$ cat config.mk
export PLATFORM = sky130hd
export DESIGN_NAME = wifi_command_line_parser_top
export DESIGN_NICKNAME = d
export VERILOG_FILES = /design/src/sv/wclp_pkg.sv /design/src/sv/wifi_command_line_parser_top.sv /design/src/sv/wclp_line_parse.sv /design/src/sv/wclp_fixed_out.sv
export SDC_FILE = /design/constraint.sdc
export NUM_CORES = 1
export LEC_CHECK = 0
export ABC_AREA = 1
export BUFFER_PORTS_ARGS = -buffer_cell sky130_fd_sc_hd__buf_2
export CAP_MARGIN = 20
export CORE_UTILIZATION = 55
export DETAILED_ROUTE_END_ITERATION = 12
export PLACE_DENSITY = 0.71
export SLEW_MARGIN = 20
export SYNTH_ARGS = -nofsm -noshare
export SYNTH_HDL_FRONTEND = slang
export SYNTH_HIERARCHICAL = 1
export SYNTH_SLANG_ARGS = --single-unit
export TNS_END_PERCENT = 10
$ cat constraint.sdc
create_clock -name clk -period 7.2 [get_ports clk]
set_clock_uncertainty 0.1 [all_clocks]
set_input_delay 1.44 -clock clk [delete_from_list [all_inputs] [get_ports clk]]
set_output_delay 1.44 -clock clk [all_outputs]
set_load 0.005 [all_outputs]
$ cat src/sv/wclp_pkg.sv
// Shared constants, types and helper functions for the command line parser.
package wclp_pkg;

  localparam int LINE_MAX    = 48;
  localparam int MAX_CLIENTS = 5;
  localparam int CNT_W       = $clog2(LINE_MAX);
  localparam int MASK_W      = 5;
  localparam int HEAD_N      = 5;
  localparam int KIND_W      = 4;
  localparam int VALUE_W     = 32;
  localparam int INT_W       = 15;
  localparam int FRAC_W      = 14;
  localparam int FRAC_BITS   = 16;
  localparam int POS_W       = 2;
  localparam int DIG_W       = 3;

  localparam logic [INT_W-1:0] INT_SAT = 15'd32767;

  // fraction scaling: q = floor((f4*4096 + 312) / 625) via reciprocal and one correction
  localparam int Z_W       = FRAC_W + 12;
  localparam int RECIP_W   = 23;
  localparam int RECIP_SH  = 32;
  localparam int PROD_W    = Z_W + RECIP_W;
  localparam logic [Z_W-1:0]     Z_BIAS = 26'd312;
  localparam logic [RECIP_W-1:0] RECIP  = 23'd6871947;
  localparam logic [Z_W-1:0]     DIVISOR = 26'd625;

  localparam logic [7:0] CH_LF    = 8'h0A;
  localparam logic [7:0] CH_CR    = 8'h0D;
  localparam logic [7:0] CH_NUL   = 8'h00;
  localparam logic [7:0] CH_COLON = 8'h3A;

  typedef enum logic [KIND_W-1:0] {
    KIND_NONE     = 4'd0,
    KIND_SPEED    = 4'd1,
    KIND_TURN     = 4'd2,
    KIND_ANGLE    = 4'd3,
    KIND_STOP     = 4'd4,
    KIND_ANGLE_KP = 4'd5,
    KIND_ANGLE_KD = 4'd6,
    KIND_SPEED_KP = 4'd7,
    KIND_SPEED_KI = 4'd8,
    KIND_TURN_KP  = 4'd9,
    KIND_TURN_KD  = 4'd10
  } kind_t;

  typedef enum logic [3:0] {
    PH_BLANK = 4'b0001,
    PH_INT   = 4'b0010,
    PH_FRAC  = 4'b0100,
    PH_DONE  = 4'b1000
  } phase_t;

  typedef struct packed {
    kind_t             kind;
    logic              neg;
    logic [INT_W-1:0]  int_part;
    logic [FRAC_W-1:0] frac4;
    logic [MASK_W-1:0] mask;
  } line_res_t;

  function automatic logic is_digit(input logic [7:0] c);
    return (c >= "0") && (c <= "9");
  endfunction

  function automatic logic num_start(input logic [7:0] c);
    return is_digit(c) || (c == "-") || (c == "+") || (c == ".");
  endfunction

  function automatic logic [FRAC_W-1:0] frac_weight(input logic [DIG_W-1:0] n,
                                                   input logic [3:0] d);
    logic [FRAC_W-1:0] dd;
    dd = FRAC_W'(d);
    case (n)
      3'd0:    return FRAC_W'(dd * 14'd1000);
      3'd1:    return FRAC_W'(dd * 14'd100);
      3'd2:    return FRAC_W'(dd * 14'd10);
      3'd3:    return dd;
      default: return '0;
    endcase
  endfunction

endpackage

$ cat src/sv/wifi_command_line_parser_top.sv
// Top level of the command line parser: byte parser and fixed-point output stage.
//
// Input channel: one received character per word on in_rx_byte, valid/ready.
// CR is dropped, a zero byte ends the line text, characters past LINE_MAX-1 are
// dropped, and LF closes the line and yields exactly one output word.
// Output channel: out_cmd_kind, out_value (signed Q15.16) and out_client_mask,
// valid/ready, one word per LF.
// Throughput: one byte per cycle, LF included, as long as out_ready keeps up.
// Path of an accepted LF to its output word: byte register, line result register,
// reciprocal multiply register, output register; the fraction scaling multiply sets
// the extra stage.
// Reset (rst_n low, synchronous): line state, client mask and all valid bits clear.
// When the receiver stalls, up to three finished words sit in the pipeline and
// non-LF bytes keep being taken; in_ready drops only when an LF finds every stage full.
module wifi_command_line_parser_top (
  input  logic                                clk,
  input  logic                                rst_n,
  input  logic                                in_valid,
  output logic                                in_ready,
  input  logic [7:0]                          in_rx_byte,
  output logic                                out_valid,
  input  logic                                out_ready,
  output logic [wclp_pkg::KIND_W-1:0]         out_cmd_kind,
  output logic signed [wclp_pkg::VALUE_W-1:0] out_value,
  output logic [wclp_pkg::MASK_W-1:0]         out_client_mask
);
  import wclp_pkg::*;

  logic      res_valid;
  logic      res_ready;
  line_res_t res;

  wclp_line_parse u_parse (
    .clk        (clk),
    .rst_n      (rst_n),
    .in_valid   (in_valid),
    .in_ready   (in_ready),
    .in_rx_byte (in_rx_byte),
    .res_valid  (res_valid),
    .res_ready  (res_ready),
    .res        (res)
  );

  wclp_fixed_out u_fixed (
    .clk             (clk),
    .rst_n           (rst_n),
    .res_valid       (res_valid),
    .res_ready       (res_ready),
    .res             (res),
    .out_valid       (out_valid),
    .out_ready       (out_ready),
    .out_cmd_kind    (out_cmd_kind),
    .out_value       (out_value),
    .out_client_mask (out_client_mask)
  );

endmodule

$ cat src/sv/wclp_line_parse.sv
// Byte input register, per-line parse state and the per-line result register.
module wclp_line_parse (
  input  logic                 clk,
  input  logic                 rst_n,
  input  logic                 in_valid,
  output logic                 in_ready,
  input  logic [7:0]           in_rx_byte,
  output logic                 res_valid,
  input  logic                 res_ready,
  output wclp_pkg::line_res_t  res
);
  import wclp_pkg::*;

  logic                 byte_v_r, byte_v_nxt;
  logic [7:0]           byte_r, byte_nxt;
  logic                 res_v_r, res_v_nxt;
  line_res_t            res_r, res_nxt;

  logic [CNT_W-1:0]     count_r, count_nxt;
  logic                 ended_r, ended_nxt;
  logic [7:0]           head_r [HEAD_N];
  logic [7:0]           head_nxt [HEAD_N];
  logic                 colon_r, colon_nxt;
  logic [POS_W-1:0]     pos_r, pos_nxt;
  logic [7:0]           lead0_r, lead0_nxt, lead1_r, lead1_nxt;
  phase_t               phase_r, phase_nxt;
  logic                 neg_r, neg_nxt;
  logic [INT_W-1:0]     int_r, int_nxt;
  logic [FRAC_W-1:0]    frac_r, frac_nxt;
  logic [DIG_W-1:0]     dig_r, dig_nxt;
  logic [MASK_W-1:0]    mask_r, mask_nxt;

  logic                 is_lf;
  logic                 res_free;
  logic                 byte_take;

  assign is_lf     = (byte_r == CH_LF);
  assign res_free  = !res_v_r || res_ready;
  assign byte_take = byte_v_r && (!is_lf || res_free);
  assign in_ready  = !byte_v_r || byte_take;
  assign res_valid = res_v_r;
  assign res       = res_r;

  always_comb begin
    logic [7:0]        c;
    logic [3:0]        d;
    logic [7:0]        p0;
    logic              feed;
    logic [18:0]       int_wide;
    logic [3:0]        cid;
    kind_t             kind;
    logic [MASK_W-1:0] m;
    c        = byte_r;
    d        = byte_r[3:0];
    p0       = lead0_r;
    feed     = 1'b0;
    int_wide = '0;
    cid      = head_r[0][3:0];
    kind     = KIND_NONE;
    m        = mask_r;

    byte_v_nxt = byte_v_r;
    byte_nxt   = byte_r;
    res_v_nxt  = res_v_r && !res_ready;
    res_nxt    = res_r;
    count_nxt  = count_r;
    ended_nxt  = ended_r;
    for (int i = 0; i < HEAD_N; i++) head_nxt[i] = head_r[i];
    colon_nxt  = colon_r;
    pos_nxt    = pos_r;
    lead0_nxt  = lead0_r;
    lead1_nxt  = lead1_r;
    phase_nxt  = phase_r;
    neg_nxt    = neg_r;
    int_nxt    = int_r;
    frac_nxt   = frac_r;
    dig_nxt    = dig_r;
    mask_nxt   = mask_r;

    if (byte_take) byte_v_nxt = 1'b0;
    if (in_valid && in_ready) begin
      byte_v_nxt = 1'b1;
      byte_nxt   = in_rx_byte;
    end

    if (byte_take) begin
      if (is_lf) begin
        // connect / close events keyed on "d,CON" and "d,CL"
        if (is_digit(head_r[0]) && head_r[1] == "," && cid < 4'(MAX_CLIENTS)
            && cid < 4'(MASK_W)) begin
          if (head_r[2] == "C" && head_r[3] == "O" && head_r[4] == "N")
            m[cid[2:0]] = 1'b1;
          else if (head_r[2] == "C" && head_r[3] == "L")
            m[cid[2:0]] = 1'b0;
        end
        mask_nxt = m;
        case (lead0_r)
          "S":     kind = num_start(lead1_r) ? KIND_SPEED : KIND_NONE;
          "T":     kind = num_start(lead1_r) ? KIND_TURN : KIND_NONE;
          "A":     kind = num_start(lead1_r) ? KIND_ANGLE : KIND_NONE;
          "Z":     kind = KIND_STOP;
          "a":     kind = (lead1_r == "p") ? KIND_ANGLE_KP :
                          (lead1_r == "d") ? KIND_ANGLE_KD : KIND_NONE;
          "s":     kind = (lead1_r == "p") ? KIND_SPEED_KP :
                          (lead1_r == "i") ? KIND_SPEED_KI : KIND_NONE;
          "t":     kind = (lead1_r == "p") ? KIND_TURN_KP :
                          (lead1_r == "d") ? KIND_TURN_KD : KIND_NONE;
          default: kind = KIND_NONE;
        endcase
        res_nxt.kind = kind;
        res_nxt.mask = m;
        if (kind == KIND_NONE || kind == KIND_STOP) begin
          res_nxt.neg      = 1'b0;
          res_nxt.int_part = '0;
          res_nxt.frac4    = '0;
        end else begin
          res_nxt.neg      = neg_r;
          res_nxt.int_part = int_r;
          res_nxt.frac4    = frac_r;
        end
        res_v_nxt = 1'b1;
        count_nxt = '0;
        ended_nxt = 1'b0;
        for (int i = 0; i < HEAD_N; i++) head_nxt[i] = '0;
        colon_nxt = 1'b0;
        pos_nxt   = '0;
        lead0_nxt = '0;
        lead1_nxt = '0;
        phase_nxt = PH_BLANK;
        neg_nxt   = 1'b0;
        int_nxt   = '0;
        frac_nxt  = '0;
        dig_nxt   = '0;
      end else if (c != CH_CR && count_r < CNT_W'(LINE_MAX - 1)) begin
        count_nxt = count_r + 1'b1;
        if (!ended_r) begin
          if (c == CH_NUL) begin
            ended_nxt = 1'b1;
          end else begin
            for (int i = 0; i < HEAD_N; i++)
              if (count_r == CNT_W'(i)) head_nxt[i] = c;
            if (!colon_r && c == CH_COLON) begin
              colon_nxt = 1'b1;
              pos_nxt   = '0;
              lead0_nxt = '0;
              lead1_nxt = '0;
              phase_nxt = PH_BLANK;
              neg_nxt   = 1'b0;
              int_nxt   = '0;
              frac_nxt  = '0;
              dig_nxt   = '0;
            end else begin
              if (pos_r == 2'd0) begin
                lead0_nxt = c;
                p0        = c;
              end
              if (pos_r == 2'd1) lead1_nxt = c;
              if (pos_r != 2'd0 && (p0 == "S" || p0 == "T" || p0 == "A")) feed = 1'b1;
              if (pos_r >= 2'd2 && (p0 == "a" || p0 == "s" || p0 == "t")) feed = 1'b1;
              if (pos_r != 2'd3) pos_nxt = pos_r + 1'b1;
              if (feed) begin
                int_wide = 19'(int_r) * 19'd10 + 19'(d);
                case (phase_r)
                  PH_BLANK: begin
                    if (c == " " || c == "\t") begin
                      phase_nxt = PH_BLANK;
                    end else if (c == "-") begin
                      neg_nxt   = 1'b1;
                      phase_nxt = PH_INT;
                    end else if (c == "+") begin
                      phase_nxt = PH_INT;
                    end else if (is_digit(c)) begin
                      int_nxt   = (int_wide > 19'(INT_SAT)) ? INT_SAT : int_wide[INT_W-1:0];
                      phase_nxt = PH_INT;
                    end else if (c == ".") begin
                      phase_nxt = PH_FRAC;
                    end else begin
                      phase_nxt = PH_DONE;
                    end
                  end
                  PH_INT: begin
                    if (is_digit(c))
                      int_nxt = (int_wide > 19'(INT_SAT)) ? INT_SAT : int_wide[INT_W-1:0];
                    else if (c == ".")
                      phase_nxt = PH_FRAC;
                    else
                      phase_nxt = PH_DONE;
                  end
                  PH_FRAC: begin
                    if (is_digit(c)) begin
                      if (dig_r < 3'd4) begin
                        frac_nxt = frac_r + frac_weight(dig_r, d);
                        dig_nxt  = dig_r + 1'b1;
                      end
                    end else begin
                      phase_nxt = PH_DONE;
                    end
                  end
                  default: phase_nxt = phase_r;
                endcase
              end
            end
          end
        end
      end
    end
  end

  always_ff @(posedge clk) begin
    byte_r <= byte_nxt;
    res_r  <= res_nxt;
    if (!rst_n) begin
      byte_v_r <= 1'b0;
      res_v_r  <= 1'b0;
      count_r  <= '0;
      ended_r  <= 1'b0;
      for (int i = 0; i < HEAD_N; i++) head_r[i] <= '0;
      colon_r  <= 1'b0;
      pos_r    <= '0;
      lead0_r  <= '0;
      lead1_r  <= '0;
      phase_r  <= PH_BLANK;
      neg_r    <= 1'b0;
      int_r    <= '0;
      frac_r   <= '0;
      dig_r    <= '0;
      mask_r   <= '0;
    end else begin
      byte_v_r <= byte_v_nxt;
      res_v_r  <= res_v_nxt;
      count_r  <= count_nxt;
      ended_r  <= ended_nxt;
      for (int i = 0; i < HEAD_N; i++) head_r[i] <= head_nxt[i];
      colon_r  <= colon_nxt;
      pos_r    <= pos_nxt;
      lead0_r  <= lead0_nxt;
      lead1_r  <= lead1_nxt;
      phase_r  <= phase_nxt;
      neg_r    <= neg_nxt;
      int_r    <= int_nxt;
      frac_r   <= frac_nxt;
      dig_r    <= dig_nxt;
      mask_r   <= mask_nxt;
    end
  end

  a_ended_needs_char: assert property (@(posedge clk) disable iff (!rst_n)
    ended_r |-> count_r != '0)
    else $error("line end marked with no character counted");

  a_frac_digits_cap: assert property (@(posedge clk) disable iff (!rst_n)
    dig_r <= 3'd4)
    else $error("fraction digit count above four");

  a_lf_gives_result: assert property (@(posedge clk) disable iff (!rst_n)
    byte_take && is_lf |=> res_v_r)
    else $error("line feed taken without a result");

endmodule

$ cat src/sv/wclp_fixed_out.sv
// Fraction scaling to Q15.16, sign, and the output register.
module wclp_fixed_out (
  input  logic                              clk,
  input  logic                              rst_n,
  input  logic                              res_valid,
  output logic                              res_ready,
  input  wclp_pkg::line_res_t               res,
  output logic                              out_valid,
  input  logic                              out_ready,
  output logic [wclp_pkg::KIND_W-1:0]       out_cmd_kind,
  output logic signed [wclp_pkg::VALUE_W-1:0] out_value,
  output logic [wclp_pkg::MASK_W-1:0]       out_client_mask
);
  import wclp_pkg::*;

  logic                   s2_v_r, s2_v_nxt;
  kind_t                  s2_kind_r;
  logic                   s2_neg_r;
  logic [INT_W-1:0]       s2_int_r;
  logic [MASK_W-1:0]      s2_mask_r;
  logic [Z_W-1:0]         s2_z_r;
  logic [FRAC_BITS-1:0]   s2_q0_r;

  logic                   o_v_r, o_v_nxt;
  kind_t                  o_kind_r;
  logic [VALUE_W-1:0]     o_value_r;
  logic [MASK_W-1:0]      o_mask_r;

  logic                   o_free, s2_free, s2_load, o_load;
  logic [Z_W-1:0]         z;
  logic [PROD_W-1:0]      prod;
  logic [Z_W-1:0]         rem;
  logic [FRAC_BITS-1:0]   q;
  logic [VALUE_W-1:0]     mag;

  assign o_free    = !o_v_r || out_ready;
  assign s2_free   = !s2_v_r || o_free;
  assign res_ready = s2_free;
  assign s2_load   = res_valid && s2_free;
  assign o_load    = s2_v_r && o_free;

  assign z    = {res.frac4, 12'd0} + Z_BIAS;
  assign prod = PROD_W'(z) * PROD_W'(RECIP);

  assign rem  = s2_z_r - Z_W'(Z_W'(s2_q0_r) * DIVISOR);
  assign q    = (rem >= DIVISOR) ? s2_q0_r + 1'b1 : s2_q0_r;
  assign mag  = {1'b0, s2_int_r, q};

  always_comb begin
    s2_v_nxt = s2_load || (s2_v_r && !o_free);
    o_v_nxt  = o_load || (o_v_r && !out_ready);
  end

  always_ff @(posedge clk) begin
    if (s2_load) begin
      s2_kind_r <= res.kind;
      s2_neg_r  <= res.neg;
      s2_int_r  <= res.int_part;
      s2_mask_r <= res.mask;
      s2_z_r    <= z;
      s2_q0_r   <= prod[RECIP_SH +: FRAC_BITS];
    end
    if (o_load) begin
      o_kind_r  <= s2_kind_r;
      o_value_r <= s2_neg_r ? (VALUE_W'(0) - mag) : mag;
      o_mask_r  <= s2_mask_r;
    end
    if (!rst_n) begin
      s2_v_r <= 1'b0;
      o_v_r  <= 1'b0;
    end else begin
      s2_v_r <= s2_v_nxt;
      o_v_r  <= o_v_nxt;
    end
  end

  assign out_valid       = o_v_r;
  assign out_cmd_kind    = o_kind_r;
  assign out_value       = o_value_r;
  assign out_client_mask = o_mask_r;

  a_rem_bound: assert property (@(posedge clk) disable iff (!rst_n)
    s2_v_r |-> rem < (DIVISOR + DIVISOR))
    else $error("reciprocal estimate off by more than one");

  a_zero_value: assert property (@(posedge clk) disable iff (!rst_n)
    o_v_r && (o_kind_r == KIND_NONE || o_kind_r == KIND_STOP) |-> o_value_r == '0)
    else $error("nonzero value for none or stop");

  a_stage_moves: assert property (@(posedge clk) disable iff (!rst_n)
    o_load |=> o_v_r)
    else $error("scaled word lost on its way to the output");

endmodule

==> out/summary.txt, run 1 <==
Part of the cycle the worst path needs: 95.3%
CTS H-tree depth: 1
Vias in the first global route: 20,800
Layout Nets: 3,865
YS warnings: 6
Detail Placement HPWL: 50,800 um
Die area: 47,700 um^2
I/O pins: 55
Hold WS: 0.316 ns
Avg Cell Area, Syn: 7.92 um^2
P_sw: 0.995 mW
Synth Area in Adders: 31.2%
Cell count after synthesis: 3,249
Count of cell types in the netlist: 60
Buffers on Ports: 54
TritonCTS Buffers: 27
Dominant cell type by area after synthesis: ha_1
Synth Cell Area: 25,700 um^2
TritonCTS clock tree: done
Fin crit period: 6.86 ns
Share of layout cells above drive strength 1: 7.60%
FFs w/ async S/R, synth: 0%
DRT iter0 DRCs: 1,569
Crit end category: register
Pwr dens: 130 nW/um^2
CP startpoint kind: register
Main area contributors after synthesis: ha_1 17%, edfxtp_1 17%, fa_1 14%
Standard-cell rows: 78
Xor/xnor share of the synthesized area: 2.18%
Vias: 21,000
Area growth, synth to finish: 7.79%
Final Hold Viols: 0
Combinational power share: 14.8%
Initial antenna violation count: 1
Synth top area share: 16.8%
RD Place Congestion: 0.957
Total core area: 45,800 um^2
Min-delay worst type: register to register
Synth Register Bits: 255
Placed cells: 3,891
Starting density of the core: 56.2%
Final Util: 60.6%
Post-Route WL: 61,600 um
Worst setup path class: register to register
Setup WS pre-CTS: 0.452 ns
Post-route cell area: 27,700 um^2
Final setup violation count: 0
Drt pass-1 iters: 5
DR WL met3: 3110 um
Worst setup margin: 0.336 ns
Slew Limit Fails: 0
Cell internal pwr: 2.60 mW
Synth Flop Type: edfxtp_1
GRT Overall Usage: 26.4%
Main combinational cell family by area after synthesis: adder cells
Synth Area in Simple Gates: 21.1%
Max VDD drop: 0.175 mV
Global route overflow: 0
Sequential share of power: 43.7%
Die X: 218 um
Sequential element share of the synthesized area: 25.4%
Worst Path Arrival: 7.07 ns
Slew @ Worst Pin: 0.922 ns
Worst EP required: 7.41 ns
First-pass GRT wire length: 102,000 um
Max frequency: 146 MHz
Met2 routed WL: 29,600 um
Post-Layout Cell Count: 3,943
Reg2Reg Setup Slack: 0.34 ns
Antenna Violating Nets Remaining: 0
WL/cell: 15.6 um
Max clock buf depth: 3
Clock latency on the worst-skew pair: 0.57 ns
Root Driver: clkbuf_16
Reg clk slew, reported paths: 0.07 ns
Lkg Pwr: 13.9 nW
Vias per inst: 5.34
Crit-path max FO: 7
Pin count of the biggest net entering global routing: 69
Highest layer used for signal routing: met5
Metal1 wirelength: 27,700 um
Diode count: 0
Clock power frac: 41.4%
Hold buffer count at cts: 0
Clk sink count: 255
Syn_nets: 3,792
Post-synthesis compound-gate area fraction: 8.20%
Die Ht: 218 um
# DRC: 0
Number of flops mapped to enable cells by yosys: 143
DP Area: 26,800 um^2
Status: completed
Post-synthesis mux area share: 0%
Sw Ratio: 27.6%
Max Cap Viol: 0
Slew headroom: 38.1%
==> synth_stat cells (7+ instances only) <==
cell,count
clkbuf_1,19
inv_2,22
o31ai_1,7
a21oi_2,15
nand2_2,27
nand3_2,13
nand4_1,51
xor2_1,46
o21ai_1,8
buf_2,7
ha_1,345
inv_1,732
nor2_1,198
o21ai_0,116
nand3b_1,13
fa_1,186
or2_2,7
a31oi_1,7
nor3_1,28
dfxtp_1,112
nand2_1,657
edfxtp_1,143
nor2_2,15
nand3_1,175
a21oi_1,173
nor4_1,15
xnor2_1,18
a211oi_1,8
==> area by class of cell <==
cell class              count  area (um^2)
clock buffers              28          689
inverters                 761         2860
flip-flops and latches    255         6540
well taps                 600          751
repair buffers             80          465
multi-input cells        2197        16200
clock inverters            22          264
fillers                  4043        18000
==> stage by stage <==
stage	TNS [ns]	total power, mW
after floorplan	0	2.00
after global placement	0	2.11
after detailed placement	0	2.13
after CTS	0	3.62
after global routing	-0.00618	3.76
final	0	3.60
==> critical path, stage by stage, from the launching register on <==
cell and delay, ns:
edfxtp_1 0.55, ha_1 0.47, fa_1 0.56, inv_1 0.05
fa_1 0.49, inv_1 0.05, fa_1 0.47, inv_1 0.05
fa_1 0.55, inv_1 0.06, fa_1 0.46, ha_1 0.32
ha_1 0.42, nand4_1 0.19, o311ai_0 0.59, buf_4 0.25
nand2_1 0.05, nand2_1 0.09, nand2_1 0.06, nand2_1 0.13
a21o_1 0.17, nand2_1 0.06, nand2_1 0.13, inv_1 0.08
o211ai_1 0.16, nand2_1 0.07
==> cells in the final DEF (no fill, tap or decap), types with 8 or more instances in the layout <==
cell type  synthesis  routed
inv_1            732     731
nand2_1          657     657
ha_1             345     345
nor2_1           198     197
fa_1             186     186
nand3_1          175     175
a21oi_1          173     171
edfxtp_1         143     143
o21ai_0          116     116
dfxtp_1          112     112
buf_2              7      54
nand4_1           51      51
xor2_1            46      46
clkbuf_16          0      27
nand2_2           27      27
nor3_1            28      27
buf_4              3      26
inv_2             22      23
xnor2_1           18      18
a21oi_2           15      16
nor2_2            15      15
nor4_1            15      15
nand3b_1          13      13
nand3_2           13      13
a211oi_1           8       8
o21ai_1            8       8
==> power by group through the flow <==
stage	clock [mW]	sequential (mW)	combinational (mW)
5_1_grt	1.58	1.58	0.604
3_5_place_dp	0	1.60	0.526
3_3_place_gp	0	1.60	0.510
6_report	1.49	1.57	0.534
4_1_cts	1.52	1.57	0.531
2_1_floorplan	0	1.60	0.403
==> per-layer routing <==
| layer | track usage, % | vias up |
|---|---|---|
| li1 | - | 10500 |
| met1 | 35.2 | 9915 |
| met2 | 45.8 | 571 |
| met3 | 3.24 | 94 |
| met4 | 5.22 | 2 |
| met5 | 0 | - |
==> registers in the layout (all words and copies together), names as in the netlist, 2 cells and up <==
name,count
u_parse/head_r,40
u_parse/res,39
u_fixed/out_value,32
u_fixed/s2_q0_r,16
u_fixed/s2_int_r,15
u_parse/int_r,15
u_fixed/s2_z_r,14
u_parse/frac_r,14
u_parse/byte_r,8
u_parse/lead0_r,8
u_parse/lead1_r,8
u_parse/count_r,6
u_fixed/out_client_mask,5
u_fixed/s2_mask_r,5
u_parse/mask_r,5
u_fixed/out_cmd_kind,4
u_fixed/s2_kind_r,4
u_parse/phase_r,4
u_parse/dig_r,3
u_parse/pos_r,2
==> path summary, 6_finish.rpt <==
path	from	end	cells past startpoint
max	u_parse/res[14]	u_fixed/s2_q0_r[12]	25
min	u_parse/res[27]	u_fixed/s2_int_r[8]	0
max reg2reg	u_parse/res[14]	u_fixed/s2_q0_r[12]	25
min reg2reg	u_parse/res[27]	u_fixed/s2_int_r[8]	0
==> logic make-up (layout without fill, tap and decap cells) <==
family	after synthesis	after routing
simple gates	1227	1227
flops	255	255
compound gates	375	375
buf+inv	797	891
xor+xnor	64	64
fa+ha+maj	531	531
==> repair_timing <==
action,CTS,global route
gates resized for setup,0,1
endpoints found under the setup margin,0,9
buffers inserted,0,2
Note: power is estimated with default switching activity, not from simulation.
==> run 2, diff against run 1 <==
--- a/config.mk
+++ b/config.mk
@@ -8,9 +8,8 @@
 export ABC_AREA = 1
 export BUFFER_PORTS_ARGS = -buffer_cell sky130_fd_sc_hd__buf_2
 export CAP_MARGIN = 20
-export CORE_UTILIZATION = 55
+export CORE_UTILIZATION = 45
 export DETAILED_ROUTE_END_ITERATION = 12
-export PLACE_DENSITY = 0.71
 export SLEW_MARGIN = 20
 export SYNTH_ARGS = -nofsm -noshare
 export SYNTH_HDL_FRONTEND = slang
==> run 2 against run 1 <==
Clock power hardly changed. Fmax is 2.3% higher. Via count is 1.7% lower. Critical path type unchanged.
==> out/summary.txt, run 2 (synthesized netlist as in run 1, its figures left out) <==
GRT Overall Usage: 22.4% (-4.0 points)
Worst EP required: 7.41 ns (about the same)
Cell internal pwr: 2.58 mW (-0.75%)
Final TNS setup: 0 ns (unchanged)
Worst Path Arrival: 6.91 ns (-0.16 ns)
Met3 usage: 2.39% (-0.85 points)
TritonCTS Buffers: 29 (+7.4%)
Initial antenna violation count: 0 (-1)
Drt pass-1 iters: 5 (unchanged)
I/O pins: 55 (unchanged)
P_sw: 0.989 mW (-0.58%)
Diode count: 0 (unchanged)
Lkg Pwr: 13.9 nW (about the same)
Root Driver: clkbuf_16
Final setup violation count: 0 (unchanged)
Buffers on Ports: 54 (unchanged)
Reg clk slew, reported paths: 0.06 ns (about the same)
Final-layout fill cell count: 5,451 (+35%)
Sw Ratio: 27.7% (+0.036 points)
Part of the cycle the worst path needs: 93.2% (-2.2 points)
Commonest non-fill, non-tap cell in the layout: inv_1
RSZ-0062 raised after global routing: false
RD Place Congestion: 0.881 (-7.9%)
Hold buffer count at cts: 0 (unchanged)
Starting density of the core: 45.6% (-11 points)
Slowest stage delay, CP: 0.60 ns (about the same)
Commonest non-fill, non-tap cells in the layout: 731 x inv_1, 657 x nand2_1, 345 x ha_1, 197 x nor2_1, 186 x fa_1
Clk sink count: 255 (unchanged)
Status: completed
Max reg flops: 40 (unchanged)
Vias: 20,700 (-1.7%)
Pin count of the biggest net entering global routing: 69 (unchanged)
Vias in the first global route: 20,900 (+0.48%)
TritonCTS clock tree: done
DRT iter0 DRCs: 1,006 (-36%)
Hold WS: 0.317 ns (+0.000964 ns)
Clock power frac: 41.1% (-0.3 points)
Sequential cell area: 6540 um^2 (unchanged)
CP startpoint kind: register
Layout Nets: 3,865 (unchanged)
Crit end category: register
Grt met1 use: 28.9% (-6.3 points)
Crit-path max FO: 7 (unchanged)
Slowest CP cell: edfxtp_1
First-pass GRT wire length: 104,000 um (+2.3%)
Delay-heaviest family, CP: adder cells
Vias per inst: 5.05 (-5.5%)
Placed cells: 4,047 (+4.0%)
Standard-cell rows: 87 (+12%)
Max clock buf depth: 3 (unchanged)
Die X: 241 um (+10%)
Slew headroom: 38.9% (+0.76 points)
Area growth, synth to finish: 8.44%
Fin crit period: 6.71 ns (-0.158 ns)
Worst setup path class: register to register
Post-Route WL: 63,800 um (+3.5%)
WL/cell: 15.5 um (-0.47%)
Met2 Use GR: 39.6% (-6.2 points)
Combinational power share: 14.9% (about the same)
Max Cap Viol: 0 (unchanged)
Buf/Inv on CP: 6 (unchanged)
Pwr dens: 128 nW/um^2 (-1.3%)
Most frequent CP cell: nand2_1
Die area: 58,200 um^2 (+22%)
Min-delay worst type: register to register
Slew Limit Fails: 0 (unchanged)
Post_cts resized: 0 (unchanged)
Multi-input gate area: 16,200 um^2 (unchanged)
Antenna Violating Nets Remaining: 0 (unchanged)
Total core area: 56,500 um^2 (+23%)
Gr busiest metal: met2
Die Ht: 241 um (+10%)
Final Hold Viols: 0 (unchanged)
Max VDD drop: 0.164 mV (-6.3%)
CTS H-tree depth: 1 (unchanged)
Detail Placement HPWL: 52,700 um (+3.8%)
Largest Register: u_parse/head_r
Slew @ Worst Pin: 0.910 ns (-0.0113 ns)
Share of layout cells above drive strength 1: 7.47% (-0.12 points)
Post-CTS Setup Inserts: 0 (unchanged)
Post-Layout Cell Count: 4,101 (+4.0%)
Max frequency: 149 MHz (+2.3%)
Clock latency on the worst-skew pair: 0.59 ns (+0.02 ns)
Sequential share of power: 44.0% (+0.3 points)
Global route overflow: 0 (unchanged)
# DRC: 0 (unchanged)
==> run 2: per-stage QoR <==
stage          utilization [%]  worst slack, ns  instance area (um^2)  power [mW]
2_1_floorplan                -             1.22                 25700        2.00
3_3_place_gp              47.7            0.481                 27000        2.12
3_5_place_dp              47.7            0.458                 27000        2.13
4_1_cts                   49.4            0.431                 27900        3.62
5_1_grt                   49.4           0.0104                 27900        3.74
6_report                  49.4            0.493                 27900        3.57
==> run 2: final timing paths <==
| kind | start | endpoint | slack, ns | cells past startpoint |
|---|---|---|---|---|
| min | u_parse/res[29] | u_fixed/s2_int_r[10] | 0.32 | 0 |
| max | u_parse/res[14] | u_fixed/s2_q0_r[12] | 0.49 | 25 |
| max reg2reg | u_parse/res[14] | u_fixed/s2_q0_r[12] | 0.49 | 25 |
| min reg2reg | u_parse/res[29] | u_fixed/s2_int_r[10] | 0.32 | 0 |
==> run 2: power by group through the flow <==
stage | sequential (mW) | clock [mW] | combinational, mW
finish | 1.57 | 1.47 | 0.533
global route | 1.57 | 1.56 | 0.608
CTS | 1.57 | 1.51 | 0.535
detailed placement | 1.60 | 0 | 0.530
global placement | 1.60 | 0 | 0.520
floorplan | 1.60 | 0 | 0.403
==> run 2: layout make-up <==
type	instances	area share [%]
clock buffers	37	2.78
clock inverters	17	0.596
inverters	761	10.3
multi-input cells	2197	58.0
flip-flops and latches	255	23.4
well taps	756	3.39
repair buffers	78	1.61
==> run 2: metal layers <==
| metal | vias up | part of all wire (%) |
|---|---|---|
| li1 | 10400 | - |
| met1 | 9778 | 45 |
| met2 | 384 | 48 |
| met3 | 87 | 4.1 |
| met4 | 0 | 2.4 |
| met5 | - | 0 |
==> run 3, diff against run 2 <==
--- a/config.mk
+++ b/config.mk
@@ -13,6 +13,5 @@
 export SLEW_MARGIN = 20
 export SYNTH_ARGS = -nofsm -noshare
 export SYNTH_HDL_FRONTEND = slang
-export SYNTH_HIERARCHICAL = 1
 export SYNTH_SLANG_ARGS = --single-unit
 export TNS_END_PERCENT = 10
==> constraint.sdc (replaced) <==
create_clock -name clk -period 7.75 [get_ports clk]
set_clock_uncertainty 0.1 [all_clocks]
set_input_delay 0.775 -clock clk [delete_from_list [all_inputs] [get_ports clk]]
set_output_delay 0.775 -clock clk [all_outputs]
set_load 0.005 [all_outputs]
==> run 3 against run 2 <==
Sequential power decreased by 7%. Clock power decreased by 11%. Count of clock-buffer cells in the layout decreased by 1. Highest routed layer unchanged. Critical endpoint is now u_fixed.s2_q0_r[13]. Critical path type unchanged.
==> out/summary.txt, run 3 <==
Status: completed
Final setup violation count: 0 (unchanged)
Clock power frac: 41.8% (+0.7 points)
Crit end category: register
Share of layout cells above drive strength 1: 6.24% (-1.2 points)
Die Ht: 236 um (-2.2%)
First-pass GRT wire length: 98,200 um (-5.7%)
Top-count cell post-synth: inv_1
Top cells by count, synth: 700 x inv_1, 531 x nand2_1, 345 x ha_1
Max frequency: 142 MHz (-4.8%)
Max clock buf depth: 3 (unchanged)
Starting density of the core: 45.7% (+0.10 points)
Combinational power share: 11.7% (-3.2 points)
Max reg flops: 40 (unchanged)
Count of cell types in the netlist: 57 (-5.0%)
Min-delay worst type: input port to register
TritonCTS clock tree: done
Sequential element share of the synthesized area: 26.5% (+1.2 points)
Commonest non-fill, non-tap cell in the layout: inv_1
FFs w/ async S/R, synth: 0% (unchanged)
Avg Cell Area, Syn: 8.22 um^2 (+3.8%)
Main combinational cell family by area after synthesis: adder cells
Layout Nets: 3,597 (-6.9%)
Crit-path max FO: 10 (+3)
Die X: 236 um (-2.2%)
Clk sink count: 255 (unchanged)
Buffers on Ports: 54 (unchanged)
Post-CTS Setup Inserts: 0 (unchanged)
Vias in the first global route: 19,600 (-6.0%)
CP startpoint kind: register
Post_cts resized: 0 (unchanged)
Dominant cell type by area after synthesis: ha_1
Slew headroom: 34.4% (-4.5 points)
Synth Flop Type: edfxtp_1
Lkg Pwr: 13.2 nW (-4.9%)
RD Place Congestion: 0.895 (+1.6%)
Area growth, synth to finish: 8.13%
Vias per inst: 5.10 (+1.0%)
Drt pass-1 iters: 7 (+2)
Largest Register: u_parse.head_r
Slew Limit Fails: 0 (unchanged)
YS warnings: 0 (-6)
Final Hold Viols: 0 (unchanged)
Synth Cell Area: 24,600 um^2 (-4.3%)
Hold buffer count at cts: 0 (unchanged)
RSZ-0062 raised after global routing: false
Synth Area in Adders: 32.6% (+1.3 points)
Worst Path Arrival: 7.25 ns (+0.34 ns)
I/O pins: 55 (unchanged)
Total core area: 53,900 um^2 (-4.6%)
# DRC: 0 (unchanged)
Worst setup path class: register to register
Diode count: 0 (unchanged)
Xor/xnor share of the synthesized area: 2.88% (+0.70 points)
P_sw: 0.800 mW (-19%)
Slew @ Worst Pin: 0.981 ns (+0.0702 ns)
Worst EP required: 7.95 ns (+0.54 ns)
Syn_nets: 3,536 (-6.8%)
Fin crit period: 7.05 ns (+0.339 ns)
Sequential share of power: 46.5% (+2.5 points)
Main area contributors after synthesis: ha_1 18%, edfxtp_1 17%, fa_1 15%
Sw Ratio: 25.6% (-2.1 points)
Number of flops mapped to enable cells by yosys: 143 (unchanged)
Cell internal pwr: 2.33 mW (-9.9%)
Final TNS setup: 0 ns (unchanged)
Max Cap Viol: 0 (unchanged)
Reg2Reg Setup Slack: 0.70 ns (+0.21 ns)
Initial antenna violation count: 0 (unchanged)
Max VDD drop: 0.163 mV (-0.35%)
Final Util: 49.4% (about the same)
Synth Area in Simple Gates: 17.5% (-3.6 points)
TritonCTS Buffers: 28 (-3.4%)
Synth top area share: 17.5% (+0.76 points)
Synth Register Bits: 255 (unchanged)
Commonest non-fill, non-tap cells in the layout: 697 x inv_1, 531 x nand2_1, 345 x ha_1, 185 x fa_1, 184 x nor2_1
Pwr dens: 118 nW/um^2 (-8.2%)
Standard-cell rows: 85 (-2.3%)
Pin count of the biggest net entering global routing: 56 (-19%)
Vias: 19,200 (-7.1%)
Post-synthesis compound-gate area fraction: 9.00% (+0.80 points)
WL/cell: 15.7 um (+1.2%)
Part of the cycle the worst path needs: 90.9% (-2.2 points)
Detail Placement HPWL: 48,100 um (-8.8%)
Clock latency on the worst-skew pair: 0.56 ns (-0.03 ns)
Post-Route WL: 59,400 um (-6.9%)
Reg clk slew, reported paths: 0.07 ns (about the same)
Cell count after synthesis: 2,994 (-7.8%)
Root Driver: clkbuf_16
Antenna Violating Nets Remaining: 0 (unchanged)
CTS H-tree depth: 1 (unchanged)
Global route overflow: 0 (unchanged)
GRT Overall Usage: 21.7% (-0.66 points)
DRT iter0 DRCs: 1,047 (+4.1%)
Die area: 55,700 um^2 (-4.3%)
Post-synthesis mux area share: 0% (unchanged)
run 3: critical path, stage by stage (launching register included):
cell and delay [ns]:
edfxtp_1 0.70, ha_1 0.39, ha_1 0.28, ha_1 0.30, fa_1 0.46, ha_1 0.31, inv_1 0.06, fa_1 0.53
inv_1 0.06, fa_1 0.48, ha_1 0.33, nand2_1 0.10, nor4_2 0.66, nand2_1 0.10, nand2_1 0.09, a21oi_1 0.06
o21ai_0 0.32, a21oi_1 0.20, o21ai_0 0.38, a21boi_0 0.26, o21ai_0 0.33, nand3_1 0.11, nand2_1 0.09, xor2_1 0.06
run 3: power groups by stage:
stage	combinational [mW]	clock, mW	sequential [mW]
after global placement	0.353	0	1.48
after floorplan	0.277	0	1.48
after CTS	0.366	1.34	1.46
after global routing	0.418	1.40	1.46
after detailed placement	0.363	0	1.49
final	0.365	1.31	1.46
run 3: logic make-up after synthesis:
logic type,Yosys count
xor gates and xnor gates,81
DFF,255
adders and majority gates,530
AOI/OAI and AO/OA,388
and+or+nand+nor,991
buffers and inverters,749
run 3: final timing paths:
kind,startpoint,to,cells past startpoint
min reg2reg,u_parse.res[2],u_fixed.s2_mask_r[2],0
max reg2reg,u_parse.res[5],u_fixed.s2_q0_r[13],23
max,u_parse.res[5],u_fixed.s2_q0_r[13],23
min,in_rx_byte[2],u_parse.byte_r[2],1
run 3: cell type report:
class	count	area [um^2]
Timing Repair Buffer	63	338
Clock buffer	36	762
Inverter	717	2690
Clock inverter	14	138
Sequential cell	255	6540
Fill cell	5199	27300
Tap cell	696	871
Multi-Input combinational cell	1990	15300
run 3: per-layer routing:
metal	up-vias	global-route usage [%]	part of all wire, %
met5	-	0	0
met4	0	6.95	3.4
met3	101	1.94	3.0
met2	354	38.2	48
met1	9116	28.0	45
li1	9652	-	-
run 3: per-stage QoR:
step                instances  cell area, um^2  hold slack, ns  power [mW]  worst slack (ns)
finish                   3771            26600           0.288        3.13             0.704
CTS                      3770            26600           0.257        3.17             0.724
floorplan                2994            24600           0.300        1.75              1.85
global route             3771            26600           0.259        3.27             0.295
detailed placement       3720            25700           0.305        1.85             0.743
global placement         3720            25700           0.303        1.84             0.455
